`src/design/vbc_pkg.sv`:
```
`timescale 1ns / 1ps
`default_nettype none
// ----------------------------------------------------------------------------
// vbc_pkg
// Shared types and constants for the variable-byte codec.
// ----------------------------------------------------------------------------
package vbc_pkg;

	localparam int unsigned VALUE_W    = 64;
	localparam int unsigned BYTE_W     = 8;
	localparam int unsigned GROUP_BITS = 7;
	localparam int unsigned MAX_BYTES  = 10;
	localparam int unsigned CNT_W      = 4;
	localparam int unsigned SHAMT_W    = 6;

	localparam logic MODE_ENCODE = 1'b0;
	localparam logic MODE_DECODE = 1'b1;

	typedef struct packed {
		logic [VALUE_W-1:0] in_value;
		logic [BYTE_W-1:0]  in_byte;
	} in_t;

	typedef struct packed {
		logic [BYTE_W-1:0]  out_byte;
		logic [VALUE_W-1:0] out_value;
		logic               last;
		logic               overflow;
	} out_t;

	typedef enum logic {
		ST_IDLE,
		ST_ENCODE
	} state_t;

	// controller to datapath
	typedef struct packed {
		logic enc_load;
		logic enc_emit;
		logic dec_step;
	} cmd_t;

	// datapath to controller
	typedef struct packed {
		logic out_free;
		logic enc_more;
	} stat_t;

endpackage
`default_nettype wire

```
`src/design/vbc_ctrl.sv`:
```
`timescale 1ns / 1ps
`default_nettype none
// ----------------------------------------------------------------------------
// vbc_ctrl
// Mode register and state machine that sequences encode and decode work.
// ----------------------------------------------------------------------------
module vbc_ctrl (
	input  wire logic          clk,
	input  wire logic          arst_n,
	input  wire logic          cfg_we,
	input  wire logic          cfg_wdata,
	input  wire logic          in_valid,
	output logic               in_ready,
	input  wire vbc_pkg::stat_t stat,
	output vbc_pkg::cmd_t      cmd
);
	import vbc_pkg::*;

	state_t state_q;
	state_t state_d;
	logic   mode_q;

	always_ff @(posedge clk or negedge arst_n) begin
		if (!arst_n) begin
			mode_q <= MODE_ENCODE;
		end else if (cfg_we) begin
			mode_q <= cfg_wdata;
		end
	end

	always_ff @(posedge clk or negedge arst_n) begin
		if (!arst_n) begin
			state_q <= ST_IDLE;
		end else begin
			state_q <= state_d;
		end
	end

	always_comb begin
		state_d  = state_q;
		in_ready = 1'b0;
		cmd      = '0;
		unique case (state_q)
			ST_IDLE: begin
				// a decode byte may finish a group, so it needs a free output slot
				in_ready = stat.out_free;
				if (in_valid && stat.out_free) begin
					if (mode_q == MODE_DECODE) begin
						cmd.dec_step = 1'b1;
					end else begin
						cmd.enc_load = 1'b1;
						state_d      = ST_ENCODE;
					end
				end
			end
			ST_ENCODE: begin
				if (stat.out_free) begin
					cmd.enc_emit = 1'b1;
					if (!stat.enc_more) begin
						state_d = ST_IDLE;
					end
				end
			end
			default: begin
				state_d = ST_IDLE;
			end
		endcase
	end

endmodule
`default_nettype wire

```
`src/design/vbc_dp.sv`:
```
`timescale 1ns / 1ps
`default_nettype none
// ----------------------------------------------------------------------------
// vbc_dp
// Encode shifter, decode accumulator and the output register.
// ----------------------------------------------------------------------------
module vbc_dp (
	input  wire logic          clk,
	input  wire logic          arst_n,
	input  wire vbc_pkg::cmd_t cmd,
	output vbc_pkg::stat_t     stat,
	input  wire vbc_pkg::in_t  in_data,
	output logic               out_valid,
	input  wire logic          out_ready,
	output vbc_pkg::out_t      out_data
);
	import vbc_pkg::*;

	// encode side
	logic [VALUE_W-1:0] shift_q;
	logic [CNT_W-1:0]   enc_cnt_q;
	logic               enc_last;
	logic [BYTE_W-1:0]  enc_byte;

	// decode side
	logic [VALUE_W-1:0] acc_q;
	logic [CNT_W-1:0]   cnt_q;
	logic               ovf_q;
	logic [VALUE_W-1:0] acc_d;
	logic               ovf_d;
	logic [SHAMT_W-1:0] shamt;
	logic               dec_room;
	logic               dec_stop;

	logic               out_valid_q;
	out_t               out_q;

	assign stat.out_free = !out_valid_q || out_ready;

	// more bytes follow while bits remain above the low group, capped at ten bytes
	assign stat.enc_more = (shift_q[VALUE_W-1:GROUP_BITS] != '0)
		&& (enc_cnt_q < CNT_W'(MAX_BYTES - 1));
	assign enc_last = !stat.enc_more;
	assign enc_byte = {enc_last, shift_q[GROUP_BITS-1:0]};

	assign dec_room = cnt_q < CNT_W'(MAX_BYTES);
	assign dec_stop = in_data.in_byte[BYTE_W-1];
	assign shamt    = SHAMT_W'(cnt_q) * SHAMT_W'(GROUP_BITS);

	// groups never overlap, so the add is an or; bits past 64 fall off the shift
	always_comb begin
		acc_d = acc_q;
		ovf_d = ovf_q;
		if (dec_room) begin
			acc_d = acc_q | (VALUE_W'(in_data.in_byte[GROUP_BITS-1:0]) << shamt);
		end else begin
			ovf_d = 1'b1;
		end
	end

	always_ff @(posedge clk or negedge arst_n) begin
		if (!arst_n) begin
			enc_cnt_q <= '0;
		end else if (cmd.enc_load) begin
			enc_cnt_q <= '0;
		end else if (cmd.enc_emit) begin
			enc_cnt_q <= enc_cnt_q + CNT_W'(1);
		end
	end

	always_ff @(posedge clk) begin
		if (cmd.enc_load) begin
			shift_q <= in_data.in_value;
		end else if (cmd.enc_emit) begin
			shift_q <= shift_q >> GROUP_BITS;
		end
	end

	always_ff @(posedge clk or negedge arst_n) begin
		if (!arst_n) begin
			acc_q <= '0;
			cnt_q <= '0;
			ovf_q <= 1'b0;
		end else if (cmd.dec_step) begin
			if (dec_stop) begin
				acc_q <= '0;
				cnt_q <= '0;
				ovf_q <= 1'b0;
			end else begin
				acc_q <= acc_d;
				ovf_q <= ovf_d;
				if (dec_room) begin
					cnt_q <= cnt_q + CNT_W'(1);
				end
			end
		end
	end

	always_ff @(posedge clk or negedge arst_n) begin
		if (!arst_n) begin
			out_valid_q <= 1'b0;
		end else if (cmd.enc_emit || (cmd.dec_step && dec_stop)) begin
			out_valid_q <= 1'b1;
		end else if (out_ready) begin
			out_valid_q <= 1'b0;
		end
	end

	always_ff @(posedge clk) begin
		if (cmd.enc_emit) begin
			out_q.out_byte  <= enc_byte;
			out_q.out_value <= '0;
			out_q.last      <= enc_last;
			out_q.overflow  <= 1'b0;
		end else if (cmd.dec_step && dec_stop) begin
			out_q.out_byte  <= '0;
			out_q.out_value <= acc_d;
			out_q.last      <= 1'b0;
			out_q.overflow  <= ovf_d;
		end
	end

	assign out_valid = out_valid_q;
	assign out_data  = out_q;

endmodule
`default_nettype wire

```
`src/design/vbyte_codec.sv`:
```
`timescale 1ns / 1ps
`default_nettype none
// ----------------------------------------------------------------------------
// vbyte_codec
// Variable-byte integer codec, encode or decode picked by a mode register.
//
// cfg_we/cfg_wdata write the mode bit (0 encode, 1 decode); write it only
// while the block is idle. Input and output channels use valid/ready, a
// transfer happening when both are high. In encode mode an input value
// gives one to ten output bytes, low group first, the final one with bit 7
// and last set: the value is loaded, then one shift register gives the bytes
// one a cycle while the output is free; no new value is taken until the final
// byte is sent. In decode mode one byte is taken each cycle while the output
// register is free; the byte with bit 7 set loads the gathered value into the
// output register at its own transfer, so the result is valid from the next
// cycle. A single output register holds each result; while the receiver
// stalls the encoder pauses and no new input is taken until that register
// frees. Reset clears the mode to encode, the decode state and out_valid.
// ----------------------------------------------------------------------------
module vbyte_codec (
	input  wire logic      clk,
	input  wire logic      arst_n,
	input  wire logic      cfg_we,
	input  wire logic      cfg_wdata,
	input  wire logic      in_valid,
	output logic           in_ready,
	input  wire vbc_pkg::in_t in_data,
	output logic           out_valid,
	input  wire logic      out_ready,
	output vbc_pkg::out_t  out_data
);
	import vbc_pkg::*;

	cmd_t  cmd;
	stat_t stat;

	vbc_ctrl u_ctrl (
		.clk       (clk),
		.arst_n    (arst_n),
		.cfg_we    (cfg_we),
		.cfg_wdata (cfg_wdata),
		.in_valid  (in_valid),
		.in_ready  (in_ready),
		.stat      (stat),
		.cmd       (cmd)
	);

	vbc_dp u_dp (
		.clk       (clk),
		.arst_n    (arst_n),
		.cmd       (cmd),
		.stat      (stat),
		.in_data   (in_data),
		.out_valid (out_valid),
		.out_ready (out_ready),
		.out_data  (out_data)
	);

endmodule
`default_nettype wire
```
`config.mk`:
```
export PLATFORM = sky130hd
export DESIGN_NAME = vbyte_codec
export DESIGN_NICKNAME = d
export VERILOG_FILES = /design/src/design/vbc_pkg.sv /design/src/design/vbc_ctrl.sv /design/src/design/vbc_dp.sv /design/src/design/vbyte_codec.sv
export SDC_FILE = /design/constraint.sdc
export NUM_CORES = 1
export LEC_CHECK = 0
export BUFFER_PORTS_ARGS = -buffer_cell sky130_fd_sc_hd__buf_2
export CAP_MARGIN = 20
export CORE_ASPECT_RATIO = 1.4
export CORE_UTILIZATION = 55
export DETAILED_ROUTE_END_ITERATION = 8
export PLACE_DENSITY = 0.78
export SLEW_MARGIN = 10
export SYNTH_ARGS = -nofsm -noshare
export SYNTH_HDL_FRONTEND = slang
export SYNTH_SLANG_ARGS = --single-unit
export TNS_END_PERCENT = 30
```
`constraint.sdc`:
```
create_clock -name clk -period 4.9 [get_ports clk]
set_input_delay 1.225 -clock clk [delete_from_list [all_inputs] [get_ports clk]]
set_output_delay 1.225 -clock clk [all_outputs]
set_load 0.01 [all_outputs]
```
==> reports/results.tsv, run 1 <==
metric	value	unit
vias_per_cell	6.03	
synthSimpleGateAreaFrac	0.120	
first_iter_violations	457	
muxShareOfSynthArea	0.0933	
clock_skew	0.0104	ns
r2r_start	u_dp.cnt_q[0]	
wl_per_cell	20.2	um
async_flop_share	0.357	
status	finished clean	
path_class	reg2reg	
grt_max_degree	77	
ys.warnings.count	0	
yosys.area_share.xor_xnor	0.00372	
syn_area	9430	um^2
hold_viol_final	0	
synth-main-ff-cell	dfrtp_1	
synth-edff-count	72	
clock_path_buffers	3	
yosysMostFrequentCell	dfrtp_1	
worst_ep_required_time	5.33	ns
total_power	5.89	mW
ff2ff_setup_slack	0.60	ns
cts_hold_buf	0	
htreeDepth	1	
p_leak	4.74	nW
max_slew_margin	0.345	
ys_top_cells_by_area	edfxtp_1, dfrtp_1, dfxtp_1	
grt_pass1_wl	37600	um
dp_hpwl	16900	um
syn_area_per_cell	11.3	um^2
r2r-end	u_dp.acc_q[4]	
synth-seq-cells	213	
cp-end-kind	register	
fin_nets	1064	
vias	7171	
start_util	0.563	
worstPathArrival	4.73	ns
tns	0	ns
fin_crit	4.30	ns
powerDensity	531	nW/um^2
coreArea	16700	um^2
die-area	17700	um^2
yosysSeqAreaShare	0.569	
cts-root-buf	clkbuf_16	
synthTopCellsByCount	dfrtp_1, o21ai_0, edfxtp_1, dfxtp_1, mux2_2	
antenna_found_initial	0	
drc	0	
final_util	0.663	
synth_top_area_share	0.229	
drive_gt1_frac	0.298	
post_cts_buffers	0	
vdd_drop_max	0.515	mV
drtPass1Iterations	5	
synth_top_family_by_area	compound AO/OA/AOI/OAI gates	
finalMaxSlewViolations	0	
cp-endpoint	u_dp.acc_q[4]	
clk_latency	0.50	ns
hold_class	reg2reg	
drt_wl_total	24100	um
grt.total_usage	0.275	
syn2layout_area_growth	17.7	%
worstMarginPinSlew	0.983	ns
cts.clk_slew.worst_paths	0.07	ns
crit_path_start	u_dp.cnt_q[0]	
synth-compound-area-share	0.161	
cap_violations	0	
die_x	113	um
ios	154	
setup_viol	0	
numCtsBuffers	20	
synth_cells	831	
die_h	157	um
rsz0062_at_grt	no	
grt_pass1_vias	7126	
ctsResizeCount	0	
crit_path_max_fanout	16	
timing.final.crit_share	0.877	
nFillCells	1287	
num_rows	56	
synth_adder_area_share	0.0204	
clock_sinks	213	
antenna_left	0	
worstSetupStartpointType	register	
numPortBuffers	153	
rr_worst_depth	10	
tritoncts	yes	
synth_fp_nets	922	
yosysUniqueCellTypes	58	
overflow	0	
gp_congestion	0.955	
fmax	233	MHz
synth_area_leader_cell	edfxtp_1	
antenna_cells	0	
==> routing by layer <==
| layer | GRT usage | share of wire |
|---|---|---|
| met1 | 0.319 | 0.39 |
| met2 | 0.496 | 0.51 |
| met3 | 0.0508 | 0.060 |
| met4 | 0.121 | 0.038 |
| met5 | 0 | 0 |
==> registers in the layout, indices dropped and copies added (netlist names) <==
signal          count
u_dp.shift_q       64
u_dp.out_data      73
u_ctrl.mode_q       1
u_dp.ovf_q          1
u_dp.enc_cnt_q      4
u_dp.acc_q         64
u_dp.out_valid      1
u_dp.cnt_q          4
u_ctrl.state_q      1
==> worst max-delay path, cell delays in order (launching register included) <==
cell	delay [ns]
dfrtp_1	0.70
clkinv_1	0.38
fa_1	0.54
inv_1	0.07
ha_1	0.15
inv_1	0.07
fa_1	0.80
inv_1	0.32
a2111oi_4	0.63
and2_1	0.38
a22o_2	0.18
==> metrics by stage <==
stage	setup slack, ns	cells	hold WS (ns)	cell area (um^2)
finish	0.600	1190	0.469	11100
global route	0.319	1190	0.503	11100
CTS	0.633	1190	0.472	11100
detailed placement	0.664	1154	0.460	10400
global placement	0.780	1154	0.450	10400
floorplan	1.40	831	0.450	9430
==> power by group <==
part	switching (mW)	leakage, nW	internal (mW)
registers	0.219	2.27	2.28
logic	1.11	2.14	0.654
clock network	0.654	0.341	0.973
==> placed cells by master, fill, tap and decap left out, types with 9 or more instances in the layout <==
| cell | synthesis | layout |
|---|---|---|
| a21oi_1 | 57 | 57 |
| a22o_1 | 36 | 36 |
| a31oi_1 | 11 | 11 |
| and2_1 | 14 | 14 |
| and3_1 | 23 | 22 |
| buf_2 | 0 | 152 |
| buf_4 | 2 | 23 |
| clkbuf_16 | 0 | 21 |
| dfrtp_1 | 76 | 76 |
| dfxtp_1 | 65 | 65 |
| edfxtp_1 | 72 | 72 |
| ha_1 | 9 | 9 |
| inv_1 | 16 | 15 |
| mux2_2 | 65 | 65 |
| nand2_1 | 50 | 49 |
| nand3_1 | 54 | 53 |
| nor2_1 | 27 | 27 |
| nor4_1 | 16 | 16 |
| o21ai_0 | 75 | 75 |
==> kinds of logic (layout without fill, tap and decap cells) <==
kind of cell,count (synthesis),after routing
AO/OA/AOI/OAI,231,231
AND/OR/NAND/NOR,220,220
flip-flops,213,213
multiplexers,76,76
buffers and inverters,74,230
adder cells (fa/ha/maj),13,13
XOR/XNOR,4,4
==> worst min-delay path by stage <==
| stage | startpoint | endpoint | cells past startpoint | slack (ns) |
|---|---|---|---|---|
| 2_1_floorplan | u_dp.acc_q[24] | u_dp.acc_q[24] | 2 | 0.45 |
| 3_3_place_gp | u_dp.out_data[8] | u_dp.out_data[8] | 2 | 0.45 |
| 3_5_place_dp | u_dp.out_data[8] | u_dp.out_data[8] | 2 | 0.46 |
| 4_1_cts | u_dp.out_data[3] | u_dp.out_data[3] | 2 | 0.47 |
| 5_1_grt | u_dp.out_data[45] | u_dp.out_data[45] | 2 | 0.50 |
| 6_report | u_dp.out_data[3] | u_dp.out_data[3] | 2 | 0.47 |
==> cell type report <==
cell class	instances	area, um^2	share of cell area
flip-flops and latches	213	5370	0.483
multi-input cells	544	3770	0.340
repair buffers	176	953	0.0859
clock buffers	33	623	0.0561
well taps	203	254	0.0229
inverters	18	67.6	0.00609
clock inverters	3	65.1	0.00586
Note: power is estimated with default switching activity, not from simulation.
==> inputs of run 2 (changes only) <==
--- a/config.mk
+++ b/config.mk
@@ -7,7 +7,7 @@
 export LEC_CHECK = 0
 export BUFFER_PORTS_ARGS = -buffer_cell sky130_fd_sc_hd__buf_2
 export CAP_MARGIN = 20
-export CORE_ASPECT_RATIO = 1.4
+export CORE_ASPECT_RATIO = 2
 export CORE_UTILIZATION = 55
 export DETAILED_ROUTE_END_ITERATION = 8
 export PLACE_DENSITY = 0.78
==> run 2 against run 1 <==
Against the previous run:
- via count is 0.45% higher
- sequential share of layout area about the same
- largest power group unchanged
- core utilization about the same
- global-route usage up 2.0 points
- setup slack gained 0.40 ns
==> reports/results.tsv, run 2 (synthesis results as in run 1) <==
metric	value	unit	change
powerDensity	526	nW/um^2	-0.92%
clock_skew	0.0160	ns	+0.00558 ns
p_switching	2.05	mW	+3.0%
setup_viol	0		unchanged
fin_crit	3.90	ns	-0.404 ns
cts.clk_slew.worst_paths	0.07	ns	about the same
cp-endpoint	u_dp.acc_q[2]		
antenna_found_initial	0		unchanged
tritoncts	yes		
total_power	5.84	mW	-0.84%
grt_max_degree	77		unchanged
worstPathArrival	4.33	ns	-0.40 ns
syn2layout_area_growth	17.8	%	about the same
crit_path_max_fanout	12		-4
vias	7203		+0.45%
vdd_drop_max	0.428	mV	-17%
fmax	257	MHz	+10%
num_rows	67		+20%
drtPass1Iterations	5		unchanged
antenna_cells	0		unchanged
cap_violations	0		unchanged
tns	0	ns	unchanged
drc	0		unchanged
cp-end-kind	register		
cts-root-buf	clkbuf_16		
status	finished clean		
worstMarginPinSlew	0.956	ns	-0.0274 ns
cpMaxStageDelayCell	fa_1		
pwr-share-seq	0.427		+0.003
crit_path_start	u_dp.cnt_q[1]		
clock_path_buffers	3		unchanged
dp_hpwl	18400	um	+8.6%
busiest_layer	met2		
antenna_left	0		unchanged
ios	154		unchanged
rr_worst_depth	10		unchanged
crit_path_max_incr_delay	0.84	ns	+0.04 ns
switching_share	0.350		+0.0132
overflow	0		unchanged
die_h	187	um	+19%
grt_pass1_vias	7400		+3.8%
gp_congestion	0.969		+1.5%
grt_pass1_wl	39600	um	+5.4%
drt_wl_total	25300	um	+5.2%
cpMostUsedCell	inv_1		
rsz0062_at_grt	no		
path_cells	inv_1 > fa_1 > inv_1 > ha_1 > inv_1 > fa_1 > inv_1 > a2111oi_4 > and2_1 > a22o_2		
first_iter_violations	314		-31%
die_x	94.6	um	-16%
mostFrequentLayoutCells	buf_2, dfrtp_1, o21ai_0		
start_util	0.562		-0.000672
place_ws	1.11	ns	+0.445 ns
p_int	3.80	mW	-2.8%
vias_per_cell	6.01		-0.22%
numCtsBuffers	19		-5.0%
clkPwrFrac	0.259		-0.017
met1_usage	0.296		-0.0227
clock_sinks	213		unchanged
grt.met2_usage	0.569		+0.0730
grt.total_usage	0.295		+0.0197
power.share.combinational	0.314		+0.014
timing.final.crit_share	0.795		-0.0824
htreeDepth	1		unchanged
wl_per_cell	21.1	um	+4.5%
hold_class	reg2reg		
post_cts_buffers	0		unchanged
met3_usage	0.0423		-0.00855
r2r_start	u_dp.cnt_q[1]		
coreArea	16800	um^2	+0.12%
finalMaxSlewViolations	0		unchanged
drive_gt1_frac	0.304		+0.00586
final_common_cell	buf_2		
worstSetupStartpointType	register		
die-area	17700	um^2	+0.14%
largest_reg_flops	73		unchanged
cts_hold_buf	0		unchanged
max_slew_margin	0.363		+0.0183
ff2ff_setup_slack	1.00	ns	+0.40 ns
fin_nets	1069		+0.47%
r2r-end	u_dp.acc_q[2]		
worst_ep_required_time	5.33	ns	about the same
worst_hold_startpoint	u_dp.out_data[11]		
ctsResizeCount	0		unchanged
p_leak	4.76	nW	+0.25%
hold-worst-slack	0.464	ns	-0.00464 ns
numPortBuffers	153		unchanged
hold_viol_final	0		unchanged
worst_slack	1.00	ns	+0.404 ns
clk_latency	0.50	ns	about the same
path_class	reg2reg		
## run 2: cell count changes in the layout (fill, tap and decap cells not counted), sizes merged
cell	change
clkbuf	-6
buf	+6
clkinv	+4
inv	+2
bufinv	-2
## run 2: layout make-up
| cell class | instances | area, um^2 |
|---|---|---|
| clock buffer | 27 | 588 |
| clock inverter | 7 | 46.3 |
| fill | 1378 | 5660 |
| inverter | 18 | 67.6 |
| multi-input combinational | 544 | 3770 |
| sequential | 213 | 5370 |
| tap | 207 | 259 |
| timing repair buffer | 182 | 1010 |
## run 2: metrics by stage
step / area, um^2 / util / cells
global route: 11100 / 0.663 / 1198
CTS: 11100 / 0.661 / 1197
global placement: 10500 / 0.624 / 1163
finish: 11100 / 0.663 / 1198
floorplan: 9430 / - / 831
detailed placement: 10500 / 0.624 / 1163
## run 2: how the worst min path moves through the flow
stage                                    to  slack [ns]  cells past startpoint
after floorplan              u_dp.acc_q[24]        0.45                      2
after global placement    u_dp.out_data[12]        0.45                      2
after detailed placement  u_dp.out_data[33]        0.46                      2
after CTS                 u_dp.out_data[33]        0.47                      2
after global routing      u_dp.out_data[59]        0.49                      2
final                     u_dp.out_data[11]        0.46                      2
## run 2: metal layers
metal	wire, um	vias up
met4	1190	0
met2	14400	225
met5	0	-
met3	1090	70
met1	8650	3499
li1	-	3409
## run 2: power groups by stage
stage,clock [mW],sequential (mW),combinational [mW]
global route,1.60,2.53,1.97
finish,1.51,2.49,1.84
detailed placement,0,2.53,1.82
floorplan,0,2.47,1.17
CTS,1.53,2.49,1.83
global placement,0,2.52,1.81
## run 2: critical path, delay by kind of cell, from the launching register on
family                     cells  cell delay (ns)
AOI/OAI and AO/OA              2             0.82
adders and majority gates      3             1.47
buffers and inverters          4             0.60
DFF                            1             0.54
and+or+nand+nor                1             0.38
==> inputs of run 3 (changes only) <==
==> constraint.sdc (replaced) <==
create_clock -name clk -period 3.6 [get_ports clk]
set_input_delay 0.9 -clock clk [delete_from_list [all_inputs] [get_ports clk]]
set_output_delay 0.9 -clock clk [all_outputs]
set_load 0.01 [all_outputs]
==> run 3 against run 2 <==
Against the previous run:
- first-iteration DRC count grew 12%
- highest routed layer unchanged
- global-route usage barely moved
- sequential power rose by 36%
- combinational power increased by 45%
- core utilization rose by 0.43 points
- clock skew grew 0.0071 ns
- via count rose by 1.5%
- worst hold slack got worse by 0.19 ns
- sequential share of layout area shrank 0.31 points
- flip-flop and latch count stayed put
- largest cell class unchanged
- total power grew 37%
- largest power group unchanged
==> reports/results.tsv, run 3 (synthesis results as in run 1) <==
metric	value	unit	change
rsz0062_at_grt	no		
grt_pass1_vias	7541		+1.9%
finalMaxSlewViolations	0		unchanged
met3_usage	0.0484		+0.00610
clock_sinks	213		unchanged
crit_path_max_fanout	9		-3
largest_reg_flops	73		unchanged
r2r_start	u_dp.cnt_q[1]		
coreArea	16800	um^2	unchanged
tritoncts	yes		
antenna_cells	0		unchanged
vias_per_cell	6.04		+0.52%
num_rows	67		unchanged
dp_hpwl	18600	um	+1.1%
antenna_found_initial	0		unchanged
start_util	0.562		unchanged
final_common_cell	buf_2		
drt_wl_total	25500	um	+0.74%
cts-root-buf	clkbuf_16		
cp-end-kind	register		
hold-worst-slack	0.275	ns	-0.189 ns
drive_gt1_frac	0.308		+0.00434
powerDensity	714	nW/um^2	+36%
max_slew_margin	0.408		+0.0455
worstMarginPinSlew	0.888	ns	-0.0682 ns
die_h	187	um	unchanged
tns	0	ns	unchanged
total_power	7.98	mW	+37%
drc	0		unchanged
wl_per_cell	21.1	um	-0.26%
rr_worst_depth	11		+1
htreeDepth	1		unchanged
die_x	94.6	um	unchanged
ios	154		unchanged
p_leak	4.80	nW	+0.91%
grt.met2_usage	0.544		-0.0251
met1_usage	0.298		+0.00175
numPortBuffers	153		unchanged
overflow	0		unchanged
numCtsBuffers	19		unchanged
fin_area	11200	um^2	+0.65%
cap_violations	0		unchanged
fin_nets	1081		+1.1%
path_class	reg2reg		
syn2layout_area_growth	18.6	%	
cts_hold_buf	0		unchanged
vdd_drop_max	0.511	mV	+19%
first_iter_violations	353		+12%
ff2ff_setup_slack	0.18	ns	-0.83 ns
antenna_left	0		unchanged
cts.clk_slew.worst_paths	0.07	ns	about the same
worstSetupStartpointType	register		
place_area	10600	um^2	+1.1%
busiest_layer	met2		
mostFrequentLayoutCells	buf_2, dfrtp_1, o21ai_0		
worst_ep_required_time	4.01	ns	-1.32 ns
drtPass1Iterations	5		unchanged
timing.final.crit_share	0.951		+0.156
grt_max_degree	176		+130%
fin_crit	3.42	ns	-0.473 ns
gp_congestion	0.986		+1.7%
status	finished clean		
grt_pass1_wl	39700	um	+0.21%
dp_cells	1174		+0.95%
fmax	292	MHz	+14%
clk_latency	0.51	ns	about the same
clock_path_buffers	3		unchanged
finalNonFillerCells	1210		+1.0%
worstPathArrival	3.84	ns	-0.49 ns
grt.total_usage	0.295		+0.000375
clock_skew	0.0231	ns	+0.00714 ns
die-area	17700	um^2	unchanged
vias	7313		+1.5%
r2r-end	u_dp.out_data[40]		
hold_class	in2async		
setup_viol	0		unchanged
hold_viol_final	0		unchanged
-- run 3: where the power goes --
group | internal [mW] | total (mW) | switching [mW]
registers | 3.10 | 3.39 | 0.284
clock network | 1.04 | 1.92 | 0.884
logic | 1.00 | 2.67 | 1.67
-- run 3: cell type report --
class / count / area [um^2]
clock buffer: 28 / 532
clock inverter: 6 / 36.3
fill: 1361 / 5590
inverter: 18 / 67.6
multi-input combinational: 544 / 3770
sequential: 213 / 5370
tap: 207 / 259
timing repair buffer: 194 / 1150
-- run 3: worst max path at each step --
stage / slack (ns) / startpoint / to
6_report: 0.18 / u_dp.cnt_q[1] / u_dp.out_data[40]
5_1_grt: 0.02 / u_dp.cnt_q[1] / u_dp.out_data[41]
4_1_cts: 0.16 / u_dp.cnt_q[1] / u_dp.acc_q[5]
3_5_place_dp: 0.21 / u_dp.cnt_q[1] / u_dp.acc_q[1]
3_3_place_gp: 0.27 / u_dp.cnt_q[1] / u_dp.acc_q[5]
2_1_floorplan: 0.14 / u_dp.cnt_q[0] / u_dp.out_data[43]
-- run 3: through the flow --
step,worst slack [ns],util
2_1_floorplan,0.138,-
3_3_place_gp,0.268,0.631
3_5_place_dp,0.208,0.631
4_1_cts,0.161,0.665
5_1_grt,0.0191,0.667
6_report,0.177,0.667
-- run 3: what timing repair did --
item / CTS / global route
setup endpoints to repair: 0 / 9
setup buffers: 0 / 1
resized for setup: 0 / 1
hold endpoints to repair: 0 / 0
-- run 3: metal layers --
layer  part of all wire  vias to the layer above
met3              0.046                       90
li1                   -                     3421
met1               0.33                     3553
met2               0.55                      249
met4              0.067                        0
met5                  0                        -
-- run 3: worst max-delay path: stages (launching register included) --
cell,delay [ns]
dfrtp_1,0.55
inv_1,0.14
fa_1,0.46
inv_1,0.08
ha_1,0.22
and3b_1,0.19
buf_4,0.16
or4_1,0.57
a2111oi_2,0.51
buf_4,0.22
a21oi_1,0.06
o21ai_0,0.16
